### src/design/ptfa_pkg.sv
// ----------------------------------------------------------------------------
// ptfa_pkg
// Shared field widths, command codes and status codes of the frame allocator.
// ----------------------------------------------------------------------------
package ptfa_pkg;

    localparam int FUNC_W   = 1;
    localparam int PID_W    = 3;
    localparam int AID_W    = 8;
    localparam int PAGE_W   = 7;
    localparam int PCNT_W   = 3;
    localparam int STATUS_W = 3;
    localparam int BLK_W    = 5;
    localparam int EVC_W    = 6;
    localparam int ASG_W    = 7;
    localparam int FLT_W    = 32;

    typedef logic [STATUS_W-1:0] t_status;
    typedef logic [FUNC_W-1:0]   t_func;

    localparam t_func FUNC_ACCESS = 1'b0;
    localparam t_func FUNC_ALLOC  = 1'b1;

    localparam t_status ST_ALLOCATED = 3'd0;
    localparam t_status ST_HIT       = 3'd1;
    localparam t_status ST_FAULT     = 3'd2;
    localparam t_status ST_BAD_PROC  = 3'd3;
    localparam t_status ST_EXISTS    = 3'd4;
    localparam t_status ST_PARTIAL   = 3'd5;
    localparam t_status ST_NOT_OWNED = 3'd6;
    localparam t_status ST_TOO_LARGE = 3'd7;

    localparam logic [PCNT_W-1:0] PCNT_RESET = 3'd4;

endpackage

### src/design/page_table_frame_allocator_lru.sv
// ----------------------------------------------------------------------------
// page_table_frame_allocator_lru
// Page-table allocator with power-of-two frame blocks and LRU eviction.
// ----------------------------------------------------------------------------
// Sequence: a bad process goes straight to the result. Allocate scans the
//   in-use tables for the id, then the process table, one entry per cycle; a
//   fault scans the recency list, the process table, then frames one per
//   cycle, and each eviction shifts the list, so emptying it is the longest case.
// Throughput: one request at a time; the next is taken when the current one
//   has moved to the output register.
// Reset: clears control state, then a pass over MAX_PROCESSES*TABLE_ENTRIES
//   table entries marks every one unused; no request is taken meanwhile.
module page_table_frame_allocator_lru #(
    parameter int MAX_PROCESSES = 4,
    parameter int TABLE_ENTRIES = 64,
    parameter int FRAME_COUNT   = 32,
    parameter int ID_WIDTH      = 8
) (
    input  logic                           i_clk,
    input  logic                           i_rst_n,
    input  logic                           i_cfg_we,
    input  logic [ptfa_pkg::PCNT_W-1:0]    i_cfg_data,
    input  logic                           i_valid,
    output logic                           o_ready,
    input  logic [ptfa_pkg::FUNC_W-1:0]    i_func,
    input  logic [ptfa_pkg::PID_W-1:0]     i_process_id,
    input  logic [ptfa_pkg::AID_W-1:0]     i_alloc_id,
    input  logic [ptfa_pkg::PAGE_W-1:0]    i_page_count,
    output logic                           o_valid,
    input  logic                           i_ready,
    output logic [ptfa_pkg::STATUS_W-1:0]  o_status,
    output logic [ptfa_pkg::BLK_W-1:0]     o_block_start,
    output logic [ptfa_pkg::BLK_W-1:0]     o_block_end,
    output logic [ptfa_pkg::EVC_W-1:0]     o_evicted_count,
    output logic [ptfa_pkg::ASG_W-1:0]     o_pages_assigned,
    output logic [ptfa_pkg::FLT_W-1:0]     o_fault_total
);

    import ptfa_pkg::*;

    localparam int TBL  = MAX_PROCESSES * TABLE_ENTRIES;
    localparam int TW   = $clog2(TBL);
    localparam int FW   = $clog2(FRAME_COUNT);
    localparam int LNW  = $clog2(FRAME_COUNT + 1);
    localparam int NW   = $clog2(TABLE_ENTRIES + 1);
    localparam int VW   = NW + 1;
    localparam int CW   = ((VW > FW + 1) ? VW : FW + 1) + 1;
    localparam int PW   = ((TW > FW) ? TW : FW) + 1;
    localparam int KW   = ((NW > PAGE_W) ? NW : PAGE_W) + 1;
    localparam int PCW  = ($clog2(MAX_PROCESSES + 1) > PCNT_W) ?
                          $clog2(MAX_PROCESSES + 1) : PCNT_W;
    localparam int TEW  = ID_WIDTH + 1;
    localparam int LEW  = ID_WIDTH + 2 * FW;

    localparam logic [3:0] S_CLEAR = 4'd0;
    localparam logic [3:0] S_IDLE  = 4'd1;
    localparam logic [3:0] S_EXIST = 4'd2;
    localparam logic [3:0] S_AFILL = 4'd3;
    localparam logic [3:0] S_LSRCH = 4'd4;
    localparam logic [3:0] S_SHIFT = 4'd5;
    localparam logic [3:0] S_COUNT = 4'd6;
    localparam logic [3:0] S_PREP  = 4'd7;
    localparam logic [3:0] S_FIND  = 4'd8;
    localparam logic [3:0] S_FILL  = 4'd9;
    localparam logic [3:0] S_DONE  = 4'd10;

    logic [3:0]             r_state;
    logic [PCNT_W-1:0]      r_pcnt;
    logic [ID_WIDTH-1:0]    r_id;
    logic [TW-1:0]          r_base;
    logic [PW-1:0]          r_ptr;
    logic [PW-1:0]          r_end;
    logic [PW-1:0]          r_pidx;
    logic                   r_pend;
    logic [KW-1:0]          r_need;
    logic [NW-1:0]          r_n;
    logic [NW-1:0]          r_assigned;
    logic [VW-1:0]          r_vol;
    logic [CW-1:0]          r_bs;
    logic [CW-1:0]          r_f;
    logic                   r_evm;
    logic [LEW-1:0]         r_sv;
    logic [FRAME_COUNT-1:0] r_occ;
    logic [LNW-1:0]         r_len;
    logic [LNW-1:0]         r_evicted;
    logic [FLT_W-1:0]       r_faults;
    t_status                r_status;
    logic [FW-1:0]          r_bstart;
    logic [FW-1:0]          r_bend;
    logic                   r_o_valid;

    logic [PCW-1:0]         nproc;
    logic                   issue;
    logic                   scan_done;
    logic                   a_stop;
    logic                   a_claim;
    logic [KW-1:0]          n_need;
    logic [VW-1:0]          vol_c;
    logic [CW-1:0]          blk_last;
    logic [FW-1:0]          rng_lo;
    logic [FW-1:0]          rng_hi;
    logic [FRAME_COUNT-1:0] rng_mask;

    logic                   t_we;
    logic [TW-1:0]          t_waddr;
    logic [TEW-1:0]         t_wdata;
    logic [TW-1:0]          t_raddr;
    logic [TEW-1:0]         t_rdata;
    logic                   t_used;
    logic [ID_WIDTH-1:0]    t_owner;

    logic                   l_we;
    logic [FW-1:0]          l_waddr;
    logic [LEW-1:0]         l_wdata;
    logic [FW-1:0]          l_raddr;
    logic [LEW-1:0]         l_rdata;
    logic [ID_WIDTH-1:0]    l_id;
    logic [FW-1:0]          l_start;
    logic [FW-1:0]          l_end;

    ptfa_ram #(.WIDTH(TEW), .DEPTH(TBL)) u_table (
        .i_clk   (i_clk),
        .i_we    (t_we),
        .i_waddr (t_waddr),
        .i_wdata (t_wdata),
        .i_raddr (t_raddr),
        .o_rdata (t_rdata)
    );

    ptfa_ram #(.WIDTH(LEW), .DEPTH(FRAME_COUNT)) u_list (
        .i_clk   (i_clk),
        .i_we    (l_we),
        .i_waddr (l_waddr),
        .i_wdata (l_wdata),
        .i_raddr (l_raddr),
        .o_rdata (l_rdata)
    );

    assign t_used  = t_rdata[ID_WIDTH];
    assign t_owner = t_rdata[ID_WIDTH-1:0];
    assign l_id    = l_rdata[LEW-1 -: ID_WIDTH];
    assign l_start = l_rdata[2*FW-1 -: FW];
    assign l_end   = l_rdata[FW-1:0];

    assign nproc     = (PCW'(r_pcnt) > PCW'(MAX_PROCESSES)) ? PCW'(MAX_PROCESSES) :
                       PCW'(r_pcnt);
    assign issue     = (r_ptr < r_end);
    assign scan_done = !r_pend && !issue;
    assign blk_last  = r_bs + CW'(r_vol) - CW'(1);

    assign a_stop  = (r_need == '0) ||
                     (r_need > (KW'(TABLE_ENTRIES) - KW'(r_pidx)));
    assign a_claim = (r_state == S_AFILL) && r_pend && !a_stop && !t_used;
    assign n_need  = r_need - KW'(a_claim);

    always_comb begin
        vol_c = VW'(1);
        for (int k = 0; k < NW; k++) begin
            if (VW'(r_n) > (VW'(1) << k)) begin
                vol_c = VW'(1) << (k + 1);
            end
        end
    end

    always_comb begin
        if (r_state == S_FILL) begin
            rng_lo = FW'(r_bs);
            rng_hi = FW'(blk_last);
        end else begin
            rng_lo = l_start;
            rng_hi = l_end;
        end
        for (int f = 0; f < FRAME_COUNT; f++) begin
            rng_mask[f] = (FW'(f) >= rng_lo) && (FW'(f) <= rng_hi);
        end
    end

    always_comb begin
        t_we    = 1'b0;
        t_waddr = TW'(PW'(r_base) + r_pidx);
        t_wdata = {1'b1, r_id};
        t_raddr = TW'(PW'(r_base) + r_ptr);
        if (r_state == S_CLEAR) begin
            t_we    = 1'b1;
            t_waddr = TW'(r_ptr);
            t_wdata = '0;
        end else if (r_state == S_EXIST) begin
            t_raddr = TW'(r_ptr);
        end else if (a_claim) begin
            t_we = 1'b1;
        end
    end

    always_comb begin
        l_raddr = FW'(r_ptr);
        l_we    = 1'b0;
        l_waddr = FW'(r_pidx - PW'(1));
        l_wdata = l_rdata;
        if (r_state == S_SHIFT) begin
            if (r_pend && !(r_evm && r_pidx == '0)) begin
                l_we = 1'b1;
            end else if (scan_done && !r_evm) begin
                l_we    = 1'b1;
                l_waddr = FW'(r_len - LNW'(1));
                l_wdata = r_sv;
            end
        end else if (r_state == S_FILL) begin
            l_we    = 1'b1;
            l_waddr = FW'(r_len);
            l_wdata = {r_id, FW'(r_bs), FW'(blk_last)};
        end
    end

    always_ff @(posedge i_clk) begin
        if (!i_rst_n) begin
            r_state   <= S_CLEAR;
            r_ptr     <= '0;
            r_end     <= '0;
            r_pend    <= 1'b0;
            r_pcnt    <= PCNT_RESET;
            r_occ     <= '0;
            r_len     <= '0;
            r_faults  <= '0;
            r_o_valid <= 1'b0;
        end else begin
            if (i_cfg_we) begin
                r_pcnt <= i_cfg_data;
            end
            if (r_o_valid && i_ready) begin
                r_o_valid <= 1'b0;
            end
            r_pend <= 1'b0;
            if (issue && (r_state == S_EXIST || r_state == S_AFILL ||
                          r_state == S_LSRCH || r_state == S_SHIFT ||
                          r_state == S_COUNT)) begin
                r_ptr  <= r_ptr + PW'(1);
                r_pend <= 1'b1;
                r_pidx <= r_ptr;
            end
            case (r_state)
                S_CLEAR: begin
                    r_ptr <= r_ptr + PW'(1);
                    if (r_ptr == PW'(TBL - 1)) begin
                        r_state <= S_IDLE;
                    end
                end
                S_IDLE: begin
                    if (i_valid) begin
                        r_id       <= ID_WIDTH'(i_alloc_id);
                        r_base     <= TW'(PW'(i_process_id) * PW'(TABLE_ENTRIES));
                        r_need     <= KW'(i_page_count);
                        r_status   <= ST_ALLOCATED;
                        r_bstart   <= '0;
                        r_bend     <= '0;
                        r_evicted  <= '0;
                        r_assigned <= '0;
                        r_n        <= '0;
                        r_ptr      <= '0;
                        if (PCW'(i_process_id) >= nproc) begin
                            r_end    <= '0;
                            r_status <= ST_BAD_PROC;
                            r_state  <= S_DONE;
                        end else if (i_func == FUNC_ALLOC) begin
                            r_end   <= PW'(nproc) * PW'(TABLE_ENTRIES);
                            r_state <= S_EXIST;
                        end else begin
                            r_end   <= PW'(r_len);
                            r_state <= S_LSRCH;
                        end
                    end
                end
                S_EXIST: begin
                    if (r_pend && t_used && t_owner == r_id) begin
                        r_end    <= '0;
                        r_status <= ST_EXISTS;
                        r_state  <= S_DONE;
                    end else if (scan_done) begin
                        r_ptr   <= '0;
                        r_end   <= PW'(TABLE_ENTRIES);
                        r_state <= S_AFILL;
                    end
                end
                S_AFILL: begin
                    if (r_pend) begin
                        r_need <= n_need;
                        if (a_claim) begin
                            r_assigned <= r_assigned + NW'(1);
                        end
                        if (a_stop || r_pidx == PW'(TABLE_ENTRIES - 1)) begin
                            r_end    <= '0;
                            r_status <= (n_need != '0) ? ST_PARTIAL : ST_ALLOCATED;
                            r_state  <= S_DONE;
                        end
                    end
                end
                S_LSRCH: begin
                    if (r_pend && l_id == r_id) begin
                        r_sv    <= l_rdata;
                        r_ptr   <= r_pidx + PW'(1);
                        r_end   <= PW'(r_len);
                        r_pend  <= 1'b0;
                        r_evm   <= 1'b0;
                        r_state <= S_SHIFT;
                    end else if (scan_done) begin
                        r_ptr   <= '0;
                        r_end   <= PW'(TABLE_ENTRIES);
                        r_state <= S_COUNT;
                    end
                end
                S_SHIFT: begin
                    if (r_pend && r_evm && r_pidx == '0) begin
                        r_occ <= r_occ & ~rng_mask;
                    end
                    if (scan_done) begin
                        if (r_evm) begin
                            r_len     <= r_len - LNW'(1);
                            r_evicted <= r_evicted + LNW'(1);
                            r_bs      <= '0;
                            r_f       <= '0;
                            r_state   <= S_FIND;
                        end else begin
                            r_status <= ST_HIT;
                            r_state  <= S_DONE;
                        end
                    end
                end
                S_COUNT: begin
                    if (r_pend && t_used && t_owner == r_id) begin
                        r_n <= r_n + NW'(1);
                    end
                    if (scan_done) begin
                        if (r_n == '0) begin
                            r_status <= ST_NOT_OWNED;
                            r_state  <= S_DONE;
                        end else begin
                            if (r_faults != '1) begin
                                r_faults <= r_faults + FLT_W'(1);
                            end
                            r_state <= S_PREP;
                        end
                    end
                end
                S_PREP: begin
                    r_vol <= vol_c;
                    r_bs  <= '0;
                    r_f   <= '0;
                    if (CW'(vol_c) > CW'(FRAME_COUNT)) begin
                        r_status <= ST_TOO_LARGE;
                        r_state  <= S_DONE;
                    end else begin
                        r_state <= S_FIND;
                    end
                end
                S_FIND: begin
                    if (r_bs + CW'(r_vol) > CW'(FRAME_COUNT)) begin
                        if (r_len == '0) begin
                            r_status <= ST_TOO_LARGE;
                            r_state  <= S_DONE;
                        end else begin
                            r_ptr   <= '0;
                            r_end   <= PW'(r_len);
                            r_evm   <= 1'b1;
                            r_state <= S_SHIFT;
                        end
                    end else if (r_occ[r_f[FW-1:0]]) begin
                        r_bs <= r_bs + CW'(r_vol);
                        r_f  <= r_bs + CW'(r_vol);
                    end else if (r_f == blk_last) begin
                        r_state <= S_FILL;
                    end else begin
                        r_f <= r_f + CW'(1);
                    end
                end
                S_FILL: begin
                    r_occ    <= r_occ | rng_mask;
                    r_len    <= r_len + LNW'(1);
                    r_bstart <= FW'(r_bs);
                    r_bend   <= FW'(blk_last);
                    r_status <= ST_FAULT;
                    r_state  <= S_DONE;
                end
                S_DONE: begin
                    if (!r_o_valid || i_ready) begin
                        r_o_valid <= 1'b1;
                        r_state   <= S_IDLE;
                    end
                end
                default: begin
                    r_state <= S_IDLE;
                end
            endcase
        end
    end

    always_ff @(posedge i_clk) begin
        if (r_state == S_DONE && (!r_o_valid || i_ready)) begin
            o_status         <= r_status;
            o_block_start    <= BLK_W'(r_bstart);
            o_block_end      <= BLK_W'(r_bend);
            o_evicted_count  <= EVC_W'(r_evicted);
            o_pages_assigned <= ASG_W'(r_assigned);
            o_fault_total    <= r_faults;
        end
    end

    assign o_ready = (r_state == S_IDLE);
    assign o_valid = r_o_valid;

endmodule

### src/design/ptfa_ram.sv
// ----------------------------------------------------------------------------
// ptfa_ram
// Generic single-write, single-read memory with registered read data.
// ----------------------------------------------------------------------------
module ptfa_ram #(
    parameter int WIDTH = 8,
    parameter int DEPTH = 32
) (
    input  logic                     i_clk,
    input  logic                     i_we,
    input  logic [$clog2(DEPTH)-1:0] i_waddr,
    input  logic [WIDTH-1:0]         i_wdata,
    input  logic [$clog2(DEPTH)-1:0] i_raddr,
    output logic [WIDTH-1:0]         o_rdata
);

    logic [WIDTH-1:0] r_mem [DEPTH];

    always_ff @(posedge i_clk) begin
        if (i_we) begin
            r_mem[i_waddr] <= i_wdata;
        end
        o_rdata <= r_mem[i_raddr];
    end

endmodule

### config.mk
export PLATFORM = sky130hd
export DESIGN_NAME = page_table_frame_allocator_lru
export DESIGN_NICKNAME = d
export VERILOG_FILES = /design/src/design/ptfa_pkg.sv /design/src/design/page_table_frame_allocator_lru.sv /design/src/design/ptfa_ram.sv
export SDC_FILE = /design/constraint.sdc
export NUM_CORES = 2
export LEC_CHECK = 0
export BUFFER_PORTS_ARGS = -buffer_cell sky130_fd_sc_hd__buf_2
export CAP_MARGIN = 30
export CORE_MARGIN = 8
export CORE_UTILIZATION = 30
export DETAILED_ROUTE_END_ITERATION = 10
export PLACE_DENSITY = 0.52
export SLEW_MARGIN = 20
export SYNTH_ARGS = -nofsm -noshare
export SYNTH_HDL_FRONTEND = slang
export SYNTH_SLANG_ARGS = --single-unit
### constraint.sdc
create_clock -name i_clk -period 9.8 [get_ports i_clk]
set_input_delay 1.96 -clock i_clk [delete_from_list [all_inputs] [get_ports i_clk]]
set_output_delay 1.96 -clock i_clk [all_outputs]
set_load 0.005 [all_outputs]
* Yosys cells after proc, flatten, opt, wreduce, memory -nomap -nowiden
Memory sizes are Yosys's and may differ from the RTL's. A register that Yosys moved wholly into a read port is not among the register bits.
Index checks and enable logic that the tools add are counted.
** Word-level totals
- Register bits :: 260
- Memory bits (writable) :: 2880
- Output and inout bits :: 60
- Memories kept :: 2
** Cells by class
- Add/subtract/negate cells :: 16
- Magnitude comparators :: 78
- Equality and inequality tests :: 42
- Mux-type cells :: 129
- Bitwise logic cells :: 4
- Reductions and logical operators :: 94
** Memories
- u_table.r_mem :: depth 256, bits a word 9, read ports 1, clocked after Yosys merged registers in 1, wr ports 1, line ptfa_ram.sv:17 : logic [WIDTH-1:0] r_mem [DEPTH];
- u_list.r_mem :: depth 32, bits a word 18, read ports 1, clocked after Yosys merged registers in 1, wr ports 1, line ptfa_ram.sv:17
** Operators with widths (count)
- $mux W9 :: 25
- $pmux W9 S5 :: 2
- $ge A5 B5 Y1 const A :: 16
- $le A5 B5 Y1 const A :: 16
- $mux W8 :: 10
- $mux W18 :: 4
- $mux W4 :: 17
- $pmux W32 S2 :: 1
- $pmux W9 S3 :: 2
- $logic_and A1 B1 Y1 :: 47
- $mux W3 :: 15
- $pmux W4 S11 :: 1
- $ge A4 B5 Y1 const A :: 8
- $le A4 B5 Y1 const A :: 8
- $mux W5 :: 7
- $add A32 B1 Y32 const B :: 1
- $and A32 B32 Y32 :: 1
- $mux W32 :: 1
- $ne A32 B32 Y1 const B :: 1
- $not A32 Y32 :: 1
- $or A32 B32 Y32 :: 1
- $mux W6 :: 5
- $mux W7 :: 4
- $ne A2 B2 Y1 const B :: 14
- 69 further kinds :: 155

* Logic depth before layout (Yosys ltp)
- Depth after elaboration :: 12
- Gate-level depth with buffers :: 19
- Mapped depth without buffers :: 18

* Modules after synthesis
From an unflattened synthesis, not the netlist that was laid out.
** Second synthesis, totals
- Cell total of the unflattened synthesis :: 6977
- Area, all modules :: 126461.3 um^2
** By module, submodules not included
- ptfa_ram (u_table) :: instances 1, cells each 4237, area an instance 89278.1 um^2, sequential area each 69366.5 um^2
- ptfa_ram (u_list) :: instances 1, cells each 1278, area an instance 23050.9 um^2, sequential area each 17656.9 um^2
- page_table_frame_allocator_lru :: instances 1, cells each 1462, area an instance 14132.3 um^2, sequential area each 6836.6 um^2

* Worst setup path after synthesis
No wires, ideal clock.
- Path type :: register -> register
- From :: register r_state[2]
- To :: memory u_table.r_mem[0][0] in the netlist's numbering, data pin
- Library setup time :: 863 ps
- Arrival time :: 8891 ps
- Slack :: 46 ps
- Stages on the path, launching flop included :: 8
- Path buffers :: 3
- Path through :: dfxtp_1 clkbuf_1 or2_2 nor3_1 inv_1 clkbuf_1 clkbuf_1 and2_1
** Between the ends
- Word-level cells in the longest chain between the ends :: 2
** RTL lines
- from (decl) :: line page_table_frame_allocator_lru.sv:67 : logic [3:0] r_state;
- from (signal assigned) :: line page_table_frame_allocator_lru.sv:216 : r_state <= S_CLEAR;
- from (signal assigned) :: line page_table_frame_allocator_lru.sv:244 : r_state <= S_IDLE;
- from (signal assigned) :: line page_table_frame_allocator_lru.sv:262 : r_state <= S_DONE;
- $logic_not A4 Y1 :: line page_table_frame_allocator_lru.sv:183 : if (r_state == S_CLEAR) begin
- $mux W9 :: line page_table_frame_allocator_lru.sv:183
- net t_wdata[0] :: line page_table_frame_allocator_lru.sv:106 : logic [TEW-1:0] t_wdata;
- to (decl) :: line ptfa_ram.sv:17
The timed path passes the listed nets, and every way through them passes these cells.

* Final worst setup path
- From :: register r_pidx[2]
- To :: memory u_table.r_mem[72][4] in the netlist's numbering, enable pin
** Between the ends
- Word-level cells in the longest chain between the ends :: 11
- Elaborated cells between the ends (all ways) :: 13
- Classes of those cells :: 2 x add/sub; 1 x order compare; 6 x mux; 4 x reduce/logical
** RTL lines
- from (decl) :: line page_table_frame_allocator_lru.sv:73 : logic [PW-1:0] r_pidx;
- from (signal assigned) :: line page_table_frame_allocator_lru.sv:238 : r_pidx <= r_ptr;
- $sub A7 B8 Y8 :: line page_table_frame_allocator_lru.sv:152 : (r_need > (KW'(TABLE_ENTRIES) - KW'(r_pidx)));
- $gt A8 B8 Y1 :: line page_table_frame_allocator_lru.sv:152
- $logic_or A1 B1 Y1 :: line page_table_frame_allocator_lru.sv:151 : assign a_stop = (r_need == '0) ||
- $logic_not A1 Y1 :: line page_table_frame_allocator_lru.sv:153 : assign a_claim = (r_state == S_AFILL) && r_pend && !a_stop && !t_used;
- $logic_and A1 B1 Y1 (2 in a row) :: line page_table_frame_allocator_lru.sv:153
- $mux W1 :: line page_table_frame_allocator_lru.sv:189 : end else if (a_claim) begin
- $mux W1 :: line page_table_frame_allocator_lru.sv:187 : end else if (r_state == S_EXIST) begin
- $mux W1 :: line page_table_frame_allocator_lru.sv:183
- $mux W1 :: line ptfa_ram.sv:20 : if (i_we) begin
- $mux W1 (not written as such) :: line ptfa_ram.sv:21 : r_mem[i_waddr] <= i_wdata;
Several ways; a longest one is shown, not always the timed one.

==> results.txt <==
For this run, the leading register cell type out of synthesis is sky130_fd_sc_hd__edfxtp_1. In this run the post-CTS setup repair buffer count came out at 0. Summed over its instances, the top area cell type makes up 73.0% of the synthesized netlist area.

The wire-length estimate of the detail-placed layout is 196,000 um. The number of rows created at floorplan was 237. The number of port buffers was 86. The signal on the critical path passes through nor2_1 -> nand2_1 -> o31ai_1 -> xor2_1 -> ha_1 -> a21oi_1 -> o21ai_0 -> mux2i_1 -> a21oi_1 -> nand4bb_1 -> o31ai_1 -> nand2_2 -> buf_4 -> nor2_1.

The tools report the type of element capturing the critical path as a register. The category of the critical setup timing path is reg2reg. Dividing the detail-routed wire length by the instance count gives 27.7 um. The synthesized design contains 3,043 enable-type register cells.

The endpoint with the worst hold slack was o_status[0]. The number of nets in the synthesized netlist is 6,020. The logs give 183 MHz for the maximum achievable frequency and 0 for the final count of negative-setup-slack endpoints. The number of search-and-repair iterations in the first detailed-routing pass is 5, and the pin count of the biggest net entering global routing is 150.

The run gives 0 as the number of routed nets with antenna violations. Dividing the detail-routed via count by the number of cells gives 5.08. The startpoint class of the critical path was a register. Setup repair after global routing left no endpoint under its margin.

TritonCTS built the clock tree. Global routing used 14.8% of the available tracks across all layers. The cell type contributing the most total cell area after synthesis was sky130_fd_sc_hd__edfxtp_1. The commonest cells after synthesis are 3,043 x sky130_fd_sc_hd__edfxtp_1, 955 x sky130_fd_sc_hd__mux4_2, 490 x sky130_fd_sc_hd__nor2_1, 230 x sky130_fd_sc_hd__clkbuf_1, 187 x sky130_fd_sc_hd__nand2_1. The initial utilization of the core area, before any placement, comes to 30.1%. The core footprint came out at 416,000 sq um.

The tools report the number of warnings reported in the yosys synthesis log as 0. Once the clock tree was built, the resizer swapped 0 gates to a different size. The flow ran to the end, and the final reports show no timing, DRC or antenna violations. In this run the worst hold path is classified as reg2reg. The worst stage delay on the critical path is 0.71 ns.

The mean instance size in the synthesized netlist was 21.1 sq um; the post-synthesis cell area was 125,000 sq um. The final number of max-transition violations was 0. The cell family contributing the most delay on the critical path is simple AND/OR/NAND/NOR gates. Data on the critical path arrives at its endpoint at 5.97 ns. Cell count of the worst hold path: 0. The terminus of the critical flop-to-flop path was u_table.r_mem[72][4]. The logs give 6,268 for the final net count and 31.3% for the worst slew margin relative to its limit. The number of hold violations in the final report is 0. The via count of the first global-routing pass is 61,900, and the share of synthesized registers carrying an async set or reset is 0%. From left edge to right edge, the die measures 662 um.

The worst slack on hold paths came out at 0.423 ns. The logs give 4.33 ns for the internal reg-to-reg setup slack and 0.0411 uW for the static leakage power. The run gives 75.0% as the sequential fraction of the synthesis area. The synthesized netlist cell count is 5,945. For the first-pass GRT wire length, the log shows 475,000 um. Of the available clock period, the critical path in the final layout requires 55.8%. The first routing iteration left 6,353 violations. At the later pin of the worst-skew pair, clock insertion delay measures 0.87 ns. Across the VDD grid, the largest voltage drop is 0.170 mV. The clock-pin slew on the worst setup and hold paths came out at 0.06 ns. The die covers 438,000 sq um.

The clock tree synthesis step divided the H-tree into 5 levels. Routability-driven placement finished with a final weighted congestion of 0.821. The worst hold path startpoint is r_status[0]. The filler cell count in the final layout came out at 38,400.

In the final timing run, aggregate negative setup slack is 0 ns. The source of the worst register-to-register timing path was r_pidx[2]. Across the run, the number of max-cap violations was 0. The required time at the worst-slack endpoint was 10.31 ns; the final routed DRC violation total was 0. The cell with the largest stage delay on the worst path was sky130_fd_sc_hd__o31ai_1. The area growth from synthesis to layout is 15.1%. The number of antenna violations at the first check in global routing is 15, and the setup skew after layout is 0.0618 ns. In this run the vertical extent of the chip is 662 um.

The TritonCTS sink count was 3,167; the share of cells above drive strength 1 was 28.1%. By area the synthesized netlist is led by sky130_fd_sc_hd__edfxtp_1 73%, sky130_fd_sc_hd__mux4_2 17%, sky130_fd_sc_hd__dfxtp_1 2.0%. Time the final worst path needs with I/O delays and setup: 5.47 ns. Buffers inserted to repair hold after CTS numbered 0.

The maximum fanout count along the critical path is 9. The total vias in the final route was 60,800. The depth of the most critical reg-to-reg path was 14; the maximum clock insertion buffer count was 4. TritonCTS created 330 clock buffers. Among all cell types in the netlist, the one instantiated most often is sky130_fd_sc_hd__edfxtp_1.

The worst path buffer plus inverter count is 1. The CTS root buffer is sky130_fd_sc_hd__clkbuf_16. The tools report the total grt overflow as 0. The netlist uses 78 different library cells. The total I/O pin count was 87. The routed design has 331,000 um of wire. Synthesis inferred 3,167 register bits. The total power divided by cell area is 198 nW/um^2. The slew at the pin closest to its max-slew limit was 1.03 ns.
-- worst max path at each step --
stage	slack [ns]	endpoint	startpoint	cells after the start
final	4.33	u_table.r_mem[72][4]	r_pidx[2]	14
after global placement	4.08	u_table.r_mem[205][3]	r_pidx[2]	13
after floorplan	0.05	u_table.r_mem[0][0]	r_state[2]	7
after global routing	4.01	u_table.r_mem[72][4]	r_pidx[2]	14
after CTS	4.12	u_table.r_mem[94][1]	r_pidx[2]	13
after detailed placement	4.16	u_table.r_mem[94][5]	r_pidx[2]	13
-- cells by family (layout without fill, tap and decap cells) --
group           count (synthesis)  after routing  synth area share [%]
buf+inv                       370            879                  1.19
compound gates                323            323                  1.70
flops                        3167           3167                  75.0
simple gates                  920            920                  3.20
xor+xnor                      104            104                 0.761
fa+ha+maj                      48             48                 0.486
other cells                     0              6                     0
mux                          1013           1013                  17.7
-- flip-flops by register name, indices dropped and copies added, names as in the netlist, 7 cells and up, named ones only --
signal,count
r_ptr,9
o_pages_assigned,7
r_id,8
u_table.r_mem,2304
r_bs,9
u_list.o_rdata,18
r_sv,18
r_end,9
o_fault_total,32
u_table.o_rdata,9
u_list.r_mem,576
r_n,7
r_need,8
r_assigned,7
r_pidx,9
r_f,9
r_faults,32
r_vol,8
-- cell type report --
cell class / count / area, sq um / area share [%]
flip-flops and latches: 3167 / 93900 / 65.2
clock inverters: 197 / 2230 / 1.55
inverters: 47 / 184 / 0.128
well taps: 5497 / 6880 / 4.78
multi-input cells: 2408 / 30200 / 21.0
clock buffers: 396 / 8720 / 6.06
diodes: 6 / 15.0 / 0.0104
repair buffers: 239 / 1920 / 1.33
-- per-stage QoR --
stage	area (sq um)	utilization, %	power, uW	cells	worst slack (ns)
after floorplan	125000	-	15600	5945	0.0460
after global placement	133000	31.9	16000	11300	4.08
after detailed placement	133000	31.9	16000	11300	4.16
after CTS	144000	34.5	28700	11900	4.12
after global routing	144000	34.6	29200	12000	4.01
final	144000	34.6	28500	12000	4.33
-- report_power, final --
part           switching [uW]  internal (uW)  total (uW)
clock                    5240           7530       12800
combinational             568            454        1020
sequential               43.8          14600       14700
total                    5850          22600       28500
-- worst reg2reg max path, stage by stage, from the launching register on --
cell,delay [ns]
sky130_fd_sc_hd__edfxtp_1,0.54
sky130_fd_sc_hd__nor2_1,0.32
sky130_fd_sc_hd__nand2_1,0.16
sky130_fd_sc_hd__o31ai_1,0.29
sky130_fd_sc_hd__xor2_1,0.18
sky130_fd_sc_hd__ha_1,0.29
sky130_fd_sc_hd__a21oi_1,0.17
sky130_fd_sc_hd__o21ai_0,0.14
sky130_fd_sc_hd__mux2i_1,0.17
sky130_fd_sc_hd__a21oi_1,0.09
sky130_fd_sc_hd__nand4bb_1,0.35
sky130_fd_sc_hd__o31ai_1,0.71
sky130_fd_sc_hd__nand2_2,0.57
sky130_fd_sc_hd__buf_4,0.45
sky130_fd_sc_hd__nor2_1,0.69
-- routing by layer --
layer  track usage, %  wire length, um  vias to the layer above
li1                 -                -                    25200
met5                0               14                        -
met2             24.3           161000                     2211
met4             3.27             6950                        2
met3             2.21            19800                      404
met1             20.7           143000                    32900
-- layout by cell type (no fill, tap or decap), types with 12 or more instances in the layout --
cell type / n
sky130_fd_sc_hd__and2_1: 21
sky130_fd_sc_hd__nor3_1: 40
sky130_fd_sc_hd__ha_1: 47
sky130_fd_sc_hd__clkinv_2: 53
sky130_fd_sc_hd__clkbuf_1: 51
sky130_fd_sc_hd__or2_2: 12
sky130_fd_sc_hd__buf_2: 88
sky130_fd_sc_hd__or3_1: 21
sky130_fd_sc_hd__mux2_2: 21
sky130_fd_sc_hd__nand3_1: 48
sky130_fd_sc_hd__nand2_1: 166
sky130_fd_sc_hd__a21oi_1: 85
sky130_fd_sc_hd__nor2_2: 25
sky130_fd_sc_hd__o21ai_0: 63
sky130_fd_sc_hd__nor2_1: 456
sky130_fd_sc_hd__bufinv_16: 44
sky130_fd_sc_hd__o211ai_1: 16
sky130_fd_sc_hd__xnor2_1: 59
sky130_fd_sc_hd__dfxtp_1: 119
sky130_fd_sc_hd__nor2b_1: 14
sky130_fd_sc_hd__clkinvlp_4: 22
sky130_fd_sc_hd__buf_12: 15
sky130_fd_sc_hd__inv_1: 45
sky130_fd_sc_hd__clkinv_1: 53
sky130_fd_sc_hd__a211oi_1: 21
sky130_fd_sc_hd__mux4_2: 955
sky130_fd_sc_hd__mux2i_1: 36
sky130_fd_sc_hd__edfxtp_1: 3043
sky130_fd_sc_hd__xor2_1: 42
sky130_fd_sc_hd__clkbuf_16: 336
sky130_fd_sc_hd__a22oi_1: 13
sky130_fd_sc_hd__buf_4: 120
sky130_fd_sc_hd__nand4_1: 20
Note: power is estimated with default switching activity, not from simulation.
